[config.mk]
export PLATFORM = sky130hd
export DESIGN_NAME = bpse_cell
export DESIGN_NICKNAME = d
export VERILOG_FILES = /design/src/design/bpse_pkg.sv /design/src/design/bpse_cell.sv
export SDC_FILE = /design/constraint.sdc
export NUM_CORES = 1
export LEC_CHECK = 0
export BUFFER_PORTS_ARGS = -buffer_cell sky130_fd_sc_hd__buf_2
export CAP_MARGIN = 20
export CORE_UTILIZATION = 35
export DETAILED_ROUTE_END_ITERATION = 10
export GPL_TIMING_DRIVEN = 0
export PLACE_DENSITY = 0.66
export SYNTH_ARGS = -nofsm -noshare
export SYNTH_HDL_FRONTEND = slang
export SYNTH_SLANG_ARGS = --single-unit
[constraint.sdc]
create_clock -name i_clk -period 1.63 [get_ports i_clk]
set_input_delay 0.2445 -clock i_clk [delete_from_list [all_inputs] [get_ports i_clk]]
set_output_delay 0.2445 -clock i_clk [all_outputs]
set_load 0.03 [all_outputs]
[src/design/bpse_pkg.sv]
package bpse_pkg;

    localparam int MAX_POINTS = 64;
    localparam int IDX_W      = $clog2(MAX_POINTS);
    localparam int CNT_W      = $clog2(MAX_POINTS + 1);
    localparam int CW         = 16;
    localparam int TW         = 17;
    localparam int D2W        = 2 * CW + 1;

    localparam logic [TW-1:0] T_ONE        = 17'h10000;
    localparam logic [CW-1:0] RADIUS_RESET = 16'd3277;

    localparam logic [2:0] ACT_APPEND    = 3'd0;
    localparam logic [2:0] ACT_REM_FIRST = 3'd1;
    localparam logic [2:0] ACT_REM_LAST  = 3'd2;
    localparam logic [2:0] ACT_MOVE      = 3'd3;
    localparam logic [2:0] ACT_NEAREST   = 3'd4;
    localparam logic [2:0] ACT_EVAL      = 3'd5;

    typedef struct packed {
        logic st_shift;
        logic wk_load;
        logic wk_shift;
    } t_cell_ctl;

    typedef enum logic [3:0] {
        S_IDLE  = 4'b0001,
        S_NEAR  = 4'b0010,
        S_EVAL  = 4'b0100,
        S_EDONE = 4'b1000
    } t_state;

endpackage

[src/design/bpse_cell.sv]
module bpse_cell (
    input  logic                    i_clk,
    input  bpse_pkg::t_cell_ctl     i_ctl,
    input  logic                    i_wr,
    input  logic [bpse_pkg::CW-1:0] i_wr_x,
    input  logic [bpse_pkg::CW-1:0] i_wr_y,
    input  logic [bpse_pkg::CW-1:0] i_nb_sx,
    input  logic [bpse_pkg::CW-1:0] i_nb_sy,
    input  logic [bpse_pkg::CW-1:0] i_nb_wx,
    input  logic [bpse_pkg::CW-1:0] i_nb_wy,
    output logic [bpse_pkg::CW-1:0] o_sx,
    output logic [bpse_pkg::CW-1:0] o_sy,
    output logic [bpse_pkg::CW-1:0] o_wx,
    output logic [bpse_pkg::CW-1:0] o_wy
);

    logic [bpse_pkg::CW-1:0] r_sx, r_sy, r_wx, r_wy;

    always_ff @(posedge i_clk) begin
        if (i_wr) begin
            r_sx <= i_wr_x;
            r_sy <= i_wr_y;
        end else if (i_ctl.st_shift) begin
            r_sx <= i_nb_sx;
            r_sy <= i_nb_sy;
        end
        if (i_ctl.wk_load) begin
            r_wx <= r_sx;
            r_wy <= r_sy;
        end else if (i_ctl.wk_shift) begin
            r_wx <= i_nb_wx;
            r_wy <= i_nb_wy;
        end
    end

    assign o_sx = r_sx;
    assign o_sy = r_sy;
    assign o_wx = r_wx;
    assign o_wy = r_wy;

endmodule

Word level (Yosys, flattened, before mapping). Index checks and enable logic that the tools add are counted. Widths: inputs -> output; s select.

Register bits: 64. Word-level logic and storage cells: 14. Output and inout bits: 64.

Reductions and logical operators: 2. Multiplexer cells: 8.

Operators with widths (number): $mux 16 (8); $reduce_bool 2->1 (2).

Logic depth before layout (Yosys ltp).
Depth after elaboration: 2. Gate-level depth with buffers: 3. Mapped depth without buffers: 1.

Least setup slack after synthesis. OpenSTA, ideal clock, no wires.

Path type: input-to-reg. Start: in i_wr. End: reg r_sx, in the netlist o_sx[0] (enable). Arrival time: 1267 ps. Setup time: 390 ps. Buffers on the path: 2. Setup slack: -27 ps. Stages on the path: 3. Cells stage by stage: buf_6 buf_12 or2_1.

Word-level cells in the longest chain between the ends: 1.

RTL lines: start, declared (line bpse_cell.sv:4) `input logic i_wr,`; $reduce_bool 2->1 (no line); end signal, assigned (line bpse_cell.sv:21) `r_sx <= i_wr_x;`; end signal, assigned (line bpse_cell.sv:24) `r_sx <= i_nb_sx;`; end, declared (line bpse_cell.sv:17) `logic [bpse_pkg::CW-1:0] r_sx, r_sy, r_wx, r_wy;`.

No other way between the ends. A chain may end at the register's enable or synchronous reset.

Worst setup path after layout.
Start: in i_ctl[1] (netlist bit). End: reg r_wx, in the netlist o_wx[5] (enable).

Word-level cells in the longest chain between the ends: 1.

RTL lines: start, declared (line bpse_cell.sv:3) `input bpse_pkg::t_cell_ctl i_ctl,`; $reduce_bool 2->1 (no line); end signal, assigned (line bpse_cell.sv:28) `r_wx <= r_sx;`; end signal, assigned (line bpse_cell.sv:31) `r_wx <= i_nb_wx;`; end, declared (line bpse_cell.sv:17).

No other way between the ends.

==> impl_metrics.tcl <==
set metrics [dict create \
    hold_viol 0 \
    first_pass_iters 4 \
    ir_worst_vdd_mv 0.5254 \
    num_rows 33 \
    die_w_um 94.82 \
    vias 1833 \
    yosysUniqueCellTypes 6 \
    routed_wl_um 6265 \
    power_density_nw_per_um2 1115 \
    timing.rr.end "o_wx[4]" \
    drv_slew 0 \
    maxCapViolations 0 \
    timing.rr.start "o_sx[4]" \
    ys_seq_elements 64 \
    antenna_found_initial 0 \
    power.total_mw 4.666 \
    cts-buffers-inserted 9 \
    path_delay_family "simple AND/OR/NAND/NOR gates" \
    syn_inst 138 \
    finalCriticalPeriod_ns 1.205 \
    tritoncts "yes" \
    grt_max_degree 33 \
    setup_viol 0 \
    ff2ff_setup_slack_ns 0.70 \
    drive_gt1_share_pct 79.75 \
    design_area_um2 4184 \
    dp_hpwl_um 4899 \
    yosysTopAreaCell "edfxtp_1" \
    synth_area_um2 3015 \
    diodes 0 \
    drt_iter0_markers 55 \
    yosys-top-cells-area "edfxtp_1, mux2_4, buf_12" \
    end_kind "flop" \
    worstRegToRegCells 1 \
    cts_hold_buf 0 \
    grt_pass1_wl_um 9363 \
    synth_top_area_share_pct 63.73 \
    crit_required_ns 1.60 \
    final_core_util_pct 50.67 \
    crit_fanout 32 \
    async_flop_share_pct 0 \
    yosys_warnings 0 \
    syn2layout_area_growth_pct 38.76 \
    seqCellArea_um2 1922 \
    cts-root-buf "clkbuf_8" \
    yosysSeqAreaShare_pct 63.73 \
    synth_edf_count 64 \
    groute.usage.overall_pct 14.53 \
    synth_ff_type "edfxtp_1" \
    worstPathCellList "buf_6 -> buf_12 -> or2_2" \
    wl_per_cell_um 14.88 \
    min_to "o_sy[9]" \
    synth_nets 239 \
    postRouteAntennaNets 0 \
    cts_setup_buffers 0 \
    rsz0062_at_grt "no" \
    hp-class "primary input to flop" \
    netlist_top_cells_count "edfxtp_1, mux2_4, buf_12, mux2_2" \
    fillCellCount 728 \
    core_um2 8258 \
    place_area_um2 3958 \
    worstHoldStart "i_nb_sy[9]" \
    cts.path.max_buffers 2 \
    numClockSinks 64 \
    insertion_delay_ns 0.34 \
    start_util_pct 36.52 \
    p_leak_nw 1.973 \
    multiInputGateArea_um2 950.9 \
    cp-start-kind "primary input" \
    io_buffers 162 \
    synth.most_common_cell "edfxtp_1" \
    overflow 0 \
    syn_area_per_cell_um2 21.85 \
    arrival_ns 1.17 \
    ios 165 \
    gp_congestion 0.7804 \
    ctsResizeCount 0 \
    clk_pin_slew_ns 0.08 \
    nets 412 \
    drcViolationCount 0 \
    worst-setup-path-type "primary input to flop" \
    crit_buf_inv 2 \
    hold_depth 2 \
    run_status "finished clean" \
    fp.dieArea_um2 8991 \
    h-tree-depth 3 \
    first_global_vias 1850 \
    finClkSkew_ns 0.006998 \
    worst_pin_slew_ns 0.7766 \
    holdWs_ns 0.1978 \
    dieHeight_um 94.82 \
    relSlewSlack_pct 48.22 \
    max_freq_ghz 0.8302 \
    max_stage_delay_ns 0.63 \
    routed_via_density 4.354 \
    fin_crit_sh_pct 73.90 \
    cpMaxStageDelayCell "or2_2" \
    tns_ns 0 \
]
[worst max-delay path by stage]
| stage | startpoint | endpoint | slack, ns | cells after the start |
|---|---|---|---|---|
| global placement | i_wr | o_sx[3] | 0.06 | 3 |
| global route | i_ctl[1] | o_wx[5] | 0.34 | 3 |
| floorplan | i_wr | o_sx[0] | 0.27 | 3 |
| finish | i_ctl[1] | o_wx[5] | 0.43 | 3 |
| detailed placement | i_ctl[1] | o_wy[4] | 0.04 | 3 |
| CTS | o_sy[14] | o_sy[14] | 0.41 | 1 |
[layer usage]
layer  wire length [um]  part of all wire, %  up-vias  track usage, %
li1                   -                    -      887               -
met1               2436                   39      843           15.82
met2               3195                   51       93           25.24
met3                532                  8.5       10           5.475
met4                101                  1.6        0           6.061
met5                  0                    0        -               0
[power by group]
| group | switching, mW | internal [mW] | total, mW |
|---|---|---|---|
| logic | 0.584 | 0.440 | 1.02 |
| clock network | 0.663 | 0.879 | 1.54 |
| registers | 0.0673 | 2.03 | 2.10 |
[area by class of cell]
| cell class | count | area share [%] |
|---|---|---|
| multi-input cells | 66 | 22.73 |
| plain buffers | 8 | 3.409 |
| well taps | 105 | 3.140 |
| flip-flops and latches | 64 | 45.93 |
| clock inverters | 7 | 2.452 |
| repair buffers | 162 | 19.38 |
| clock buffers | 9 | 2.961 |
[layout by cell type (no fill, tap or decap), drive strengths merged]
| cell | n |
|---|---|
| mux2 | 64 |
| clkinvlp | 1 |
| or2 | 2 |
| inv | 3 |
| bufinv | 2 |
| edfxtp | 64 |
| buf | 170 |
| clkbuf | 9 |
| clkinv | 1 |
[flip-flops by register name, indices dropped and copies added, names as in the netlist]
| signal | count |
|---|---|
| o_wy | 16 |
| o_wx | 16 |
| o_sy | 16 |
| o_sx | 16 |
[kinds of logic after synthesis]
family,Yosys count,synth area share (%)
mux,64,31.12
flops,64,63.73
buf+inv,8,4.730
simple gates,2,0.4149
[metrics by stage]
stage / worst slack [ns] / instances
3_5_place_dp: 0.04293 / 405
6_report: 0.4255 / 421
4_1_cts: 0.4129 / 421
5_1_grt: 0.3437 / 421
3_3_place_gp: 0.06218 / 405
2_1_floorplan: 0.2718 / 138
Note: power is estimated with default switching activity, not from simulation.
