[src/design/bpse_pkg.sv]
package bpse_pkg;

    localparam int MAX_POINTS = 64;
    localparam int IDX_W      = $clog2(MAX_POINTS);
    localparam int CNT_W      = $clog2(MAX_POINTS + 1);
    localparam int CW         = 16;
    localparam int TW         = 17;
    localparam int D2W        = 2 * CW + 1;

    localparam logic [TW-1:0] T_ONE        = 17'h10000;
    localparam logic [CW-1:0] RADIUS_RESET = 16'd3277;

    localparam logic [2:0] ACT_APPEND    = 3'd0;
    localparam logic [2:0] ACT_REM_FIRST = 3'd1;
    localparam logic [2:0] ACT_REM_LAST  = 3'd2;
    localparam logic [2:0] ACT_MOVE      = 3'd3;
    localparam logic [2:0] ACT_NEAREST   = 3'd4;
    localparam logic [2:0] ACT_EVAL      = 3'd5;

    typedef struct packed {
        logic st_shift;
        logic wk_load;
        logic wk_shift;
    } t_cell_ctl;

    typedef enum logic [3:0] {
        S_IDLE  = 4'b0001,
        S_NEAR  = 4'b0010,
        S_EVAL  = 4'b0100,
        S_EDONE = 4'b1000
    } t_state;

endpackage

[src/design/bpse_lerp.sv]
module bpse_lerp (
    input  logic [bpse_pkg::CW-1:0] i_a,
    input  logic [bpse_pkg::CW-1:0] i_b,
    input  logic [bpse_pkg::TW-1:0] i_t,
    output logic [bpse_pkg::CW-1:0] o_y
);

    logic [bpse_pkg::TW-1:0]        t_inv;
    logic [bpse_pkg::TW+bpse_pkg::CW:0] sum;

    always_comb begin
        t_inv = bpse_pkg::T_ONE - i_t;
        sum = ({1'b0, t_inv} * {{(bpse_pkg::TW-bpse_pkg::CW){1'b0}}, i_a})
            + ({1'b0, i_t} * {{(bpse_pkg::TW-bpse_pkg::CW){1'b0}}, i_b})
            + (bpse_pkg::TW+bpse_pkg::CW+1)'(32768);
        o_y = sum[bpse_pkg::CW+15:16];
    end

endmodule

[config.mk]
export PLATFORM = sky130hd
export DESIGN_NAME = bpse_lerp
export DESIGN_NICKNAME = d
export VERILOG_FILES = /design/src/design/bpse_pkg.sv /design/src/design/bpse_lerp.sv
export SDC_FILE = /design/constraint.sdc
export NUM_CORES = 1
export LEC_CHECK = 0
export BUFFER_PORTS_ARGS = -buffer_cell sky130_fd_sc_hd__buf_2
export CAP_MARGIN = 20
export CORE_AREA = 8 8 174 176
export DETAILED_ROUTE_END_ITERATION = 10
export DIE_AREA = 0 0 182 184
export PLACE_DENSITY = 0.84
export SLEW_MARGIN = 10
export SYNTH_ARGS = -nofsm -noshare
export SYNTH_HDL_FRONTEND = slang
export SYNTH_SLANG_ARGS = --single-unit
[constraint.sdc]
create_clock -name vclk -period 17.1
set_clock_uncertainty 0.15 [all_clocks]
set_input_delay 3.42 -clock vclk [all_inputs]
set_output_delay 3.42 -clock vclk [all_outputs]
set_load 0.005 [all_outputs]
# Yosys cells after proc, flatten, opt, wreduce, memory -nomap -nowiden
# Cells that the tools add are included.
[totals] regBits=0 latch_bits=0 ramBits=0 mem_bits_ro=0 input_bits=49 wordCells=5 mem_count=0
[classes] n_addsub=3 n_mul=2 div_mod_pow=0 magnitude_cmp=0 n_eq_ne=0 n_shift=0 mux=0 bitwise_logic=0 reduce_logical=0
[ops] cell="multiplier 17 x 16 -> 32 bit" n=2
[ops] cell="adder 32 x 16 -> 32 bit, second input constant" n=1
[ops] cell="adder 32 bit" n=1
[ops] cell="subtractor 17 bit, first input constant" n=1

# Depth between registers and ports, before layout
# Gate-level depths: netlist of the first run.
[logic_depth] depth_word=4 mapped_depth=33 depth_no_buf=31

# Worst setup path after synthesis of the first run
# No wires, ideal clock.
[synth_path] path_kind="in2out" from="in i_t[3] (netlist name)" to="out o_y[15] (netlist name)" arrival_ps=11196 required_time_ps=13530 slack_ps=2334 stages=29 n_path_buf=2 cell_sequence="buf_2 > or3_4 > or3_1 > or3_4 > nor3_1 > xnor2_1 > clkbuf_1 > nand2_1 > fa_1 > inv_1 > fa_1 > inv_1 > fa_1 > inv_1 > fa_1 > fa_1 > fa_1 > fa_1 > inv_1 > fa_1 > inv_1 > ha_1 > a21o_1 > a21o_1 > a21o_1 > nand4_1 > a2bb2oi_1 > o311ai_0 > xnor2_1"
[synth_between] elab_chain_cells=4
[synth_lines] item="from (decl)" line_no="bpse_lerp.sv:4" source="input logic [bpse_pkg::TW-1:0] i_t,"
[synth_lines] item="subtractor 17 bit" line_no="bpse_lerp.sv:12" source="t_inv = bpse_pkg::T_ONE - i_t;"
[synth_lines] item="multiplier 17 x 16 -> 32 bit" line_no="bpse_lerp.sv:13" source="sum = ({1'b0, t_inv} * {{(bpse_pkg::TW-bpse_pkg::CW){1'b0}}, i_a})"
[synth_lines] item="adder 32 bit *" line_no="bpse_lerp.sv:14" source="+ ({1'b0, i_t} * {{(bpse_pkg::TW-bpse_pkg::CW){1'b0}}, i_b})"
[synth_lines] item="adder 32 x 16 -> 32 bit *" line_no="bpse_lerp.sv:15" source="+ (bpse_pkg::TW+bpse_pkg::CW+1)'(32768);"
[synth_lines] item="to (decl)" line_no="bpse_lerp.sv:5" source="output logic [bpse_pkg::CW-1:0] o_y"
# Every way passes the cells marked *; elsewhere a longest branch is shown, timed or not.

# Worst setup path in the final report of the first run
[layout_path] from="in i_t[4] (netlist name)" to="out o_y[15] (netlist name)"
# Same word-level chain as after synthesis.

==> impl_results.md, run 1 <==
- Final WL: 43600 µm
- Critical path origin: i_t[4]
- Row cnt: between 60 and 70
- Io pins: 65
- Syn_nets: between 2000 and 3000
- Area Overhead vs Synth: 3.09%
- Die height: approximately 180 µm
- DR pass1 iterations: 5
- Core area: around 27000 µm²
- FMAX: about 0.063 GHz
- Starting Density: roughly two thirds
- Routed vias/inst: 5.64
- Die width: about 180 µm
- Post-CTS setup repair buffer count: 0
- Drc violations: 0
- Largest net degree at the start of global routing: 31
- Hold-fix buffers, CTS: 0
- Crit share post-route: between 90% and 100%
- WHS Path Cells: 5
- Clock buffers: 0
- Worst-Margin Slew: roughly 1.0 ns
- Crit start category: input pin
- Arr. time, crit path: approximately 12 ns
- Final setup viols: 0
- FF+latch count: 0
- Setup CP Type: in -> out
- Die area: between 30000 and 40000 µm²
- PortBufs: 65
- Final nets: approximately 2700
- Share of cells above drive strength 1: 4.52%
- Cells after Synth: just under 2000
- Gr usage total: 28.0%
- Hold Path Sink: o_y[15]
- Hold Crit Class: in -> out
- Max-slew violations: 0
- DP HPWL: approximately 37000 µm
- Drt first-iter violations: between 700 and 800
- Unrepaired setup endpoints after global routing: false
- Max-Cap Viols: 0
- Vias in the first global route: 15300
- Setup crit end kind: output port
- Worst slew margin: approximately 30%
- Mapped Area: around 18000 µm²
- Initial antenna violation count: 1
- Post-cts sizing count: 0
- Status: completed
- Routability cong.: slightly below 1
- Avg Cell Area, Syn: roughly 9 µm²
- GRT overflow: 0
- Hold Vio Cnt, Final: 0
- Min Tclk post-route: 15.76 ns
- Setup TNS: 0 ns
- Worst hold start: i_a[15]
- YS warnings: 0
- Synth cell types: 42
- Register area share after synthesis: 0%
- Vias: about 13000
- Routed wire per std cell: 18.8 µm
- CP required: between 10 and 15 ns
- Reg area: 0 µm²
- Final ANT Viol Nets: 0
- First-pass GRT wire length: around 75000 µm
- Critical Path Fanout Max: 18
-- layer usage --
metal / vias to the layer above / track usage, % / part of all wire, %
li1: 5616 / - / -
met1: 6724 / 32.2 / 35
met2: 508 / 50.4 / 53
met3: 212 / 2.59 / 4.9
met4: 0 / 16.7 / 7.1
met5: - / 0 / 0
-- kinds of logic (layout without fill, tap and decap cells) --
logic type | after synthesis | count (layout) | share of synthesized area (%)
adder cells (fa/ha/maj) | 671 | 671 | 65.7
buffers and inverters | 618 | 617 | 12.9
AND/OR/NAND/NOR | 601 | 601 | 18.0
XOR/XNOR | 40 | 40 | 1.93
AO/OA/AOI/OAI | 39 | 39 | 1.50
multiplexers | 1 | 1 | 0.0551
other | 0 | 1 | 0
-- cells in the mapped netlist (2+ instances only) --
| cell | number | area (µm²) |
|---|---|---|
| nor4_1 | 3 | 18.8 |
| a21o_1 | 8 | 60.1 |
| xor2_1 | 9 | 78.8 |
| or3_1 | 3 | 18.8 |
| nor3_1 | 7 | 35.0 |
| o211a_1 | 2 | 20.0 |
| and3_1 | 2 | 12.5 |
| and2_4 | 3 | 26.3 |
| a211oi_1 | 4 | 30.0 |
| clkbuf_1 | 74 | 278 |
| ha_1 | 201 | 2510 |
| buf_2 | 3 | 15.0 |
| nand4b_1 | 2 | 17.5 |
| or3_4 | 2 | 22.5 |
| nor2_1 | 20 | 75.1 |
| fa_1 | 470 | 9410 |
| inv_1 | 538 | 2020 |
| o21ai_0 | 8 | 40.0 |
| a21oi_1 | 5 | 25.0 |
| nand4_1 | 3 | 18.8 |
| and2_1 | 350 | 2190 |
| nand2_1 | 196 | 736 |
| and4_1 | 3 | 26.3 |
| o21bai_1 | 2 | 15.0 |
| buf_6 | 2 | 22.5 |
| o211ai_1 | 3 | 22.5 |
| o311ai_0 | 2 | 17.5 |
| xnor2_1 | 31 | 272 |
-- critical path: stages --
cell and delay (ns):
buf_2 0.23, or3_4 0.45, or3_1 0.35, or3_4 0.36
xor2_1 0.15, buf_4 0.22, and2_1 0.20, fa_1 0.53
inv_1 0.05, fa_1 0.49, fa_1 0.45, fa_1 0.55
inv_1 0.05, fa_1 0.50, fa_1 0.58, fa_1 0.44
fa_1 0.47, ha_1 0.30, and4_1 0.20, a2111oi_0 0.83
o211a_1 0.36, a2bb2oi_1 0.45, o311ai_0 0.24, xnor2_1 0.16
buf_2 0.14
-- worst max-delay path by stage --
stage / slack [ns] / to / cells past startpoint
after floorplan: 2.33 / o_y[15] / 29
after global placement: 1.68 / o_y[15] / 25
after detailed placement: 1.42 / o_y[15] / 25
after CTS: 1.39 / o_y[15] / 25
after global routing: 0.96 / o_y[15] / 22
final: 1.34 / o_y[15] / 25
-- layout make-up --
class / instances / area [µm²]
multi-input combinational: 1352 / 15800
fill: 2107 / 8760
tap: 346 / 433
inverter: 538 / 2020
timing repair buffer: 79 / 430
antenna: 1 / 2.50
-- through the flow --
stage	hold WS (ns)	util (%)	setup slack, ns	cell area, µm²	std cells
5_1_grt	7.39	68.1	0.964	18700	2316
2_1_floorplan	6.94	-	2.33	18200	1970
3_5_place_dp	7.34	68.1	1.42	18700	2315
6_report	7.35	68.1	1.34	18700	2316
4_1_cts	7.34	68.1	1.39	18700	2315
3_3_place_gp	7.33	68.1	1.68	18700	2315
-- placed cells by master (no fill, tap or decap), drive strengths merged, types with 2 or more instances in the layout --
master | netlist | final
a21o | 8 | 8
xor2 | 9 | 9
nand4b | 2 | 2
and3 | 2 | 2
nor4 | 4 | 4
xnor2 | 31 | 31
o21bai | 2 | 2
o21ai | 8 | 8
and2 | 353 | 353
ha | 201 | 201
o211a | 2 | 2
nor3 | 8 | 8
or3 | 5 | 5
nand2 | 196 | 196
buf | 6 | 79
nor2 | 20 | 20
nand4 | 3 | 3
and4 | 3 | 3
inv | 538 | 538
fa | 470 | 470
a211oi | 4 | 4
o211ai | 3 | 3
a21oi | 5 | 5
o311ai | 2 | 2
Power of run 1 is left out: the tool's default activity adds up to more than one toggle a clock period on the data nets, which glitch-free logic cannot reach.
==> run 2: changes to the inputs <==
Settings changed: CORE_AREA 8 8 174 176 to 8 8 210 212, DIE_AREA 0 0 182 184 to 0 0 218 220, PLACE_DENSITY 0.84 to default.
==> run 2 against run 1 <==
Via count down 3.9%. Worst hold slack worse by 0.0064 ns. Utilization down 21 points. First-iteration DRC count down 23%. Wire length up 4.1%. Global-route usage down 8.0 points. Setup slack worse by 0.44 ns. Critical path depth unchanged. Final cell count up 8.1%. Sequential share of layout area unchanged. Final area up 1.3%. Count of clock-buffer cells in the layout unchanged. Critical path type unchanged. Highest routed layer unchanged.
==> impl_results.md, run 2 (synthesis results as in run 1) <==
- Hold Vio Cnt, Final: 0 (unchanged)
- Arr. time, crit path: 12.63 ns (+0.44 ns)
- Commonest cells after routing, fill and taps aside: inv_1 (538), fa_1 (470), and2_1 (350)
- Hold WS: 7.35 ns (-0.00640 ns)
- Most frequent CP cell: fa_1
- Starting Density: 44.8% (-21 points)
- Final nets: 2694 (+0.11%)
- Die height: 220 µm (+20%)
- Worst hold start: i_a[15]
- Max-slew violations: 0 (unchanged)
- Setup TNS: 0 ns (unchanged)
- FF+latch count: 0 (unchanged)
- Setup crit end kind: output port
- Final setup viols: 0 (unchanged)
- Final WL: 45400 µm (+4.1%)
- Crit share post-route: 94.7% (+2.5 points)
- Drt first-iter violations: 573 (-23%)
- Post-CTS setup repair buffer count: 0 (unchanged)
- First-pass GRT wire length: 75800 µm (+1.3%)
- DR pass1 iterations: 5 (unchanged)
- CP required: 13.53 ns (about the same)
- Clock buffers: 0 (unchanged)
- Worst-Margin Slew: 1.09 ns (+0.0438 ns)
- Setup CP Type: in -> out
- Post-Layout Cell Count: 2504 (+8.1%)
- Vias: 12600 (-3.9%)
- Die area: 48000 µm² (+43%)
- Worst path bufs/invs: 4 (-1)
- Routability cong.: 0.906 (-7.8%)
- Max-Cap Viols: 0 (unchanged)
- Diode count: 0 (-1)
- Vias in the first global route: 14400 (-6.2%)
- Placed Cells: 2504 (+8.2%)
- Crit start category: input pin
- FMAX: 0.0617 GHz (-2.7%)
- Final ANT Viol Nets: 0 (unchanged)
- Critical Path Slowest Stage Cell: a2111oi_0
- Die width: 218 µm (+20%)
- Row cnt: 74 (+21%)
- Worst slew margin: 27.2% (-2.9 points)
- Area Overhead vs Synth: 4.44%
- Reg area: 0 µm² (unchanged)
- Share of cells above drive strength 1: 4.61% (+0.095 points)
- PortBufs: 65 (unchanged)
- Critical Path Fanout Max: 18 (unchanged)
- Crit-path leading delay family: adder cells
- Critical path origin: i_t[4]
- Unrepaired setup endpoints after global routing: false
- Post-cts sizing count: 0 (unchanged)
- Hold Crit Class: in -> out
- Hold-fix buffers, CTS: 0 (unchanged)
- GRT overflow: 0 (unchanged)
- Initial antenna violation count: 1 (unchanged)
- Routed vias/inst: 5.01 (-11%)
- Routed wire per std cell: 18.1 µm (-3.7%)
- DP HPWL: 37500 µm (+2.3%)
- Status: completed
- Largest net degree at the start of global routing: 33 (+6.5%)
- Commonest non-fill, non-tap cell in the layout: inv_1
- Core area: 40600 µm² (+48%)
- Drc violations: 0 (unchanged)
- Io pins: 65 (unchanged)
- Min Tclk post-route: 16.20 ns (+0.436 ns)
- Max stage delay on crit path: 0.90 ns (+0.07 ns)
- Gr usage total: 20.0% (-8.0 points)
==> run 2: changes by cell type in the layout (fill, tap and decap cells not counted), sizes merged <==
cell | before | now
diode | 1 | 0
buf | 79 | 82
==> run 2: path summary, 6_finish.rpt <==
path  endpoint  slack [ns]  depth (start not counted)
max    o_y[15]        0.90                         25
min    o_y[15]        7.35                          5
==> run 2: through the flow <==
stage / area [µm²] / util [%] / setup slack [ns]
after floorplan: 18200 / - / 2.33
after global placement: 19000 / 46.8 / 1.11
after detailed placement: 19000 / 46.8 / 0.958
after CTS: 19000 / 46.8 / 0.933
after global routing: 19000 / 46.8 / 0.430
final: 19000 / 46.8 / 0.900
==> run 2: routing by layer <==
layer	vias to the layer above	wire (µm)	track usage (%)
met2	246	24900	38.3
li1	5617	-	-
met4	0	1450	5.67
met5	-	0	0
met1	6615	17800	24.1
met3	76	1230	0.823
==> run 2: cell type report <==
cell class / count / area, µm²
fill: 3965 / 21600
inverter: 538 / 2020
multi-input combinational: 1352 / 15800
tap: 532 / 666
timing repair buffer: 82 / 453
Power of run 2 is left out for the same reason.
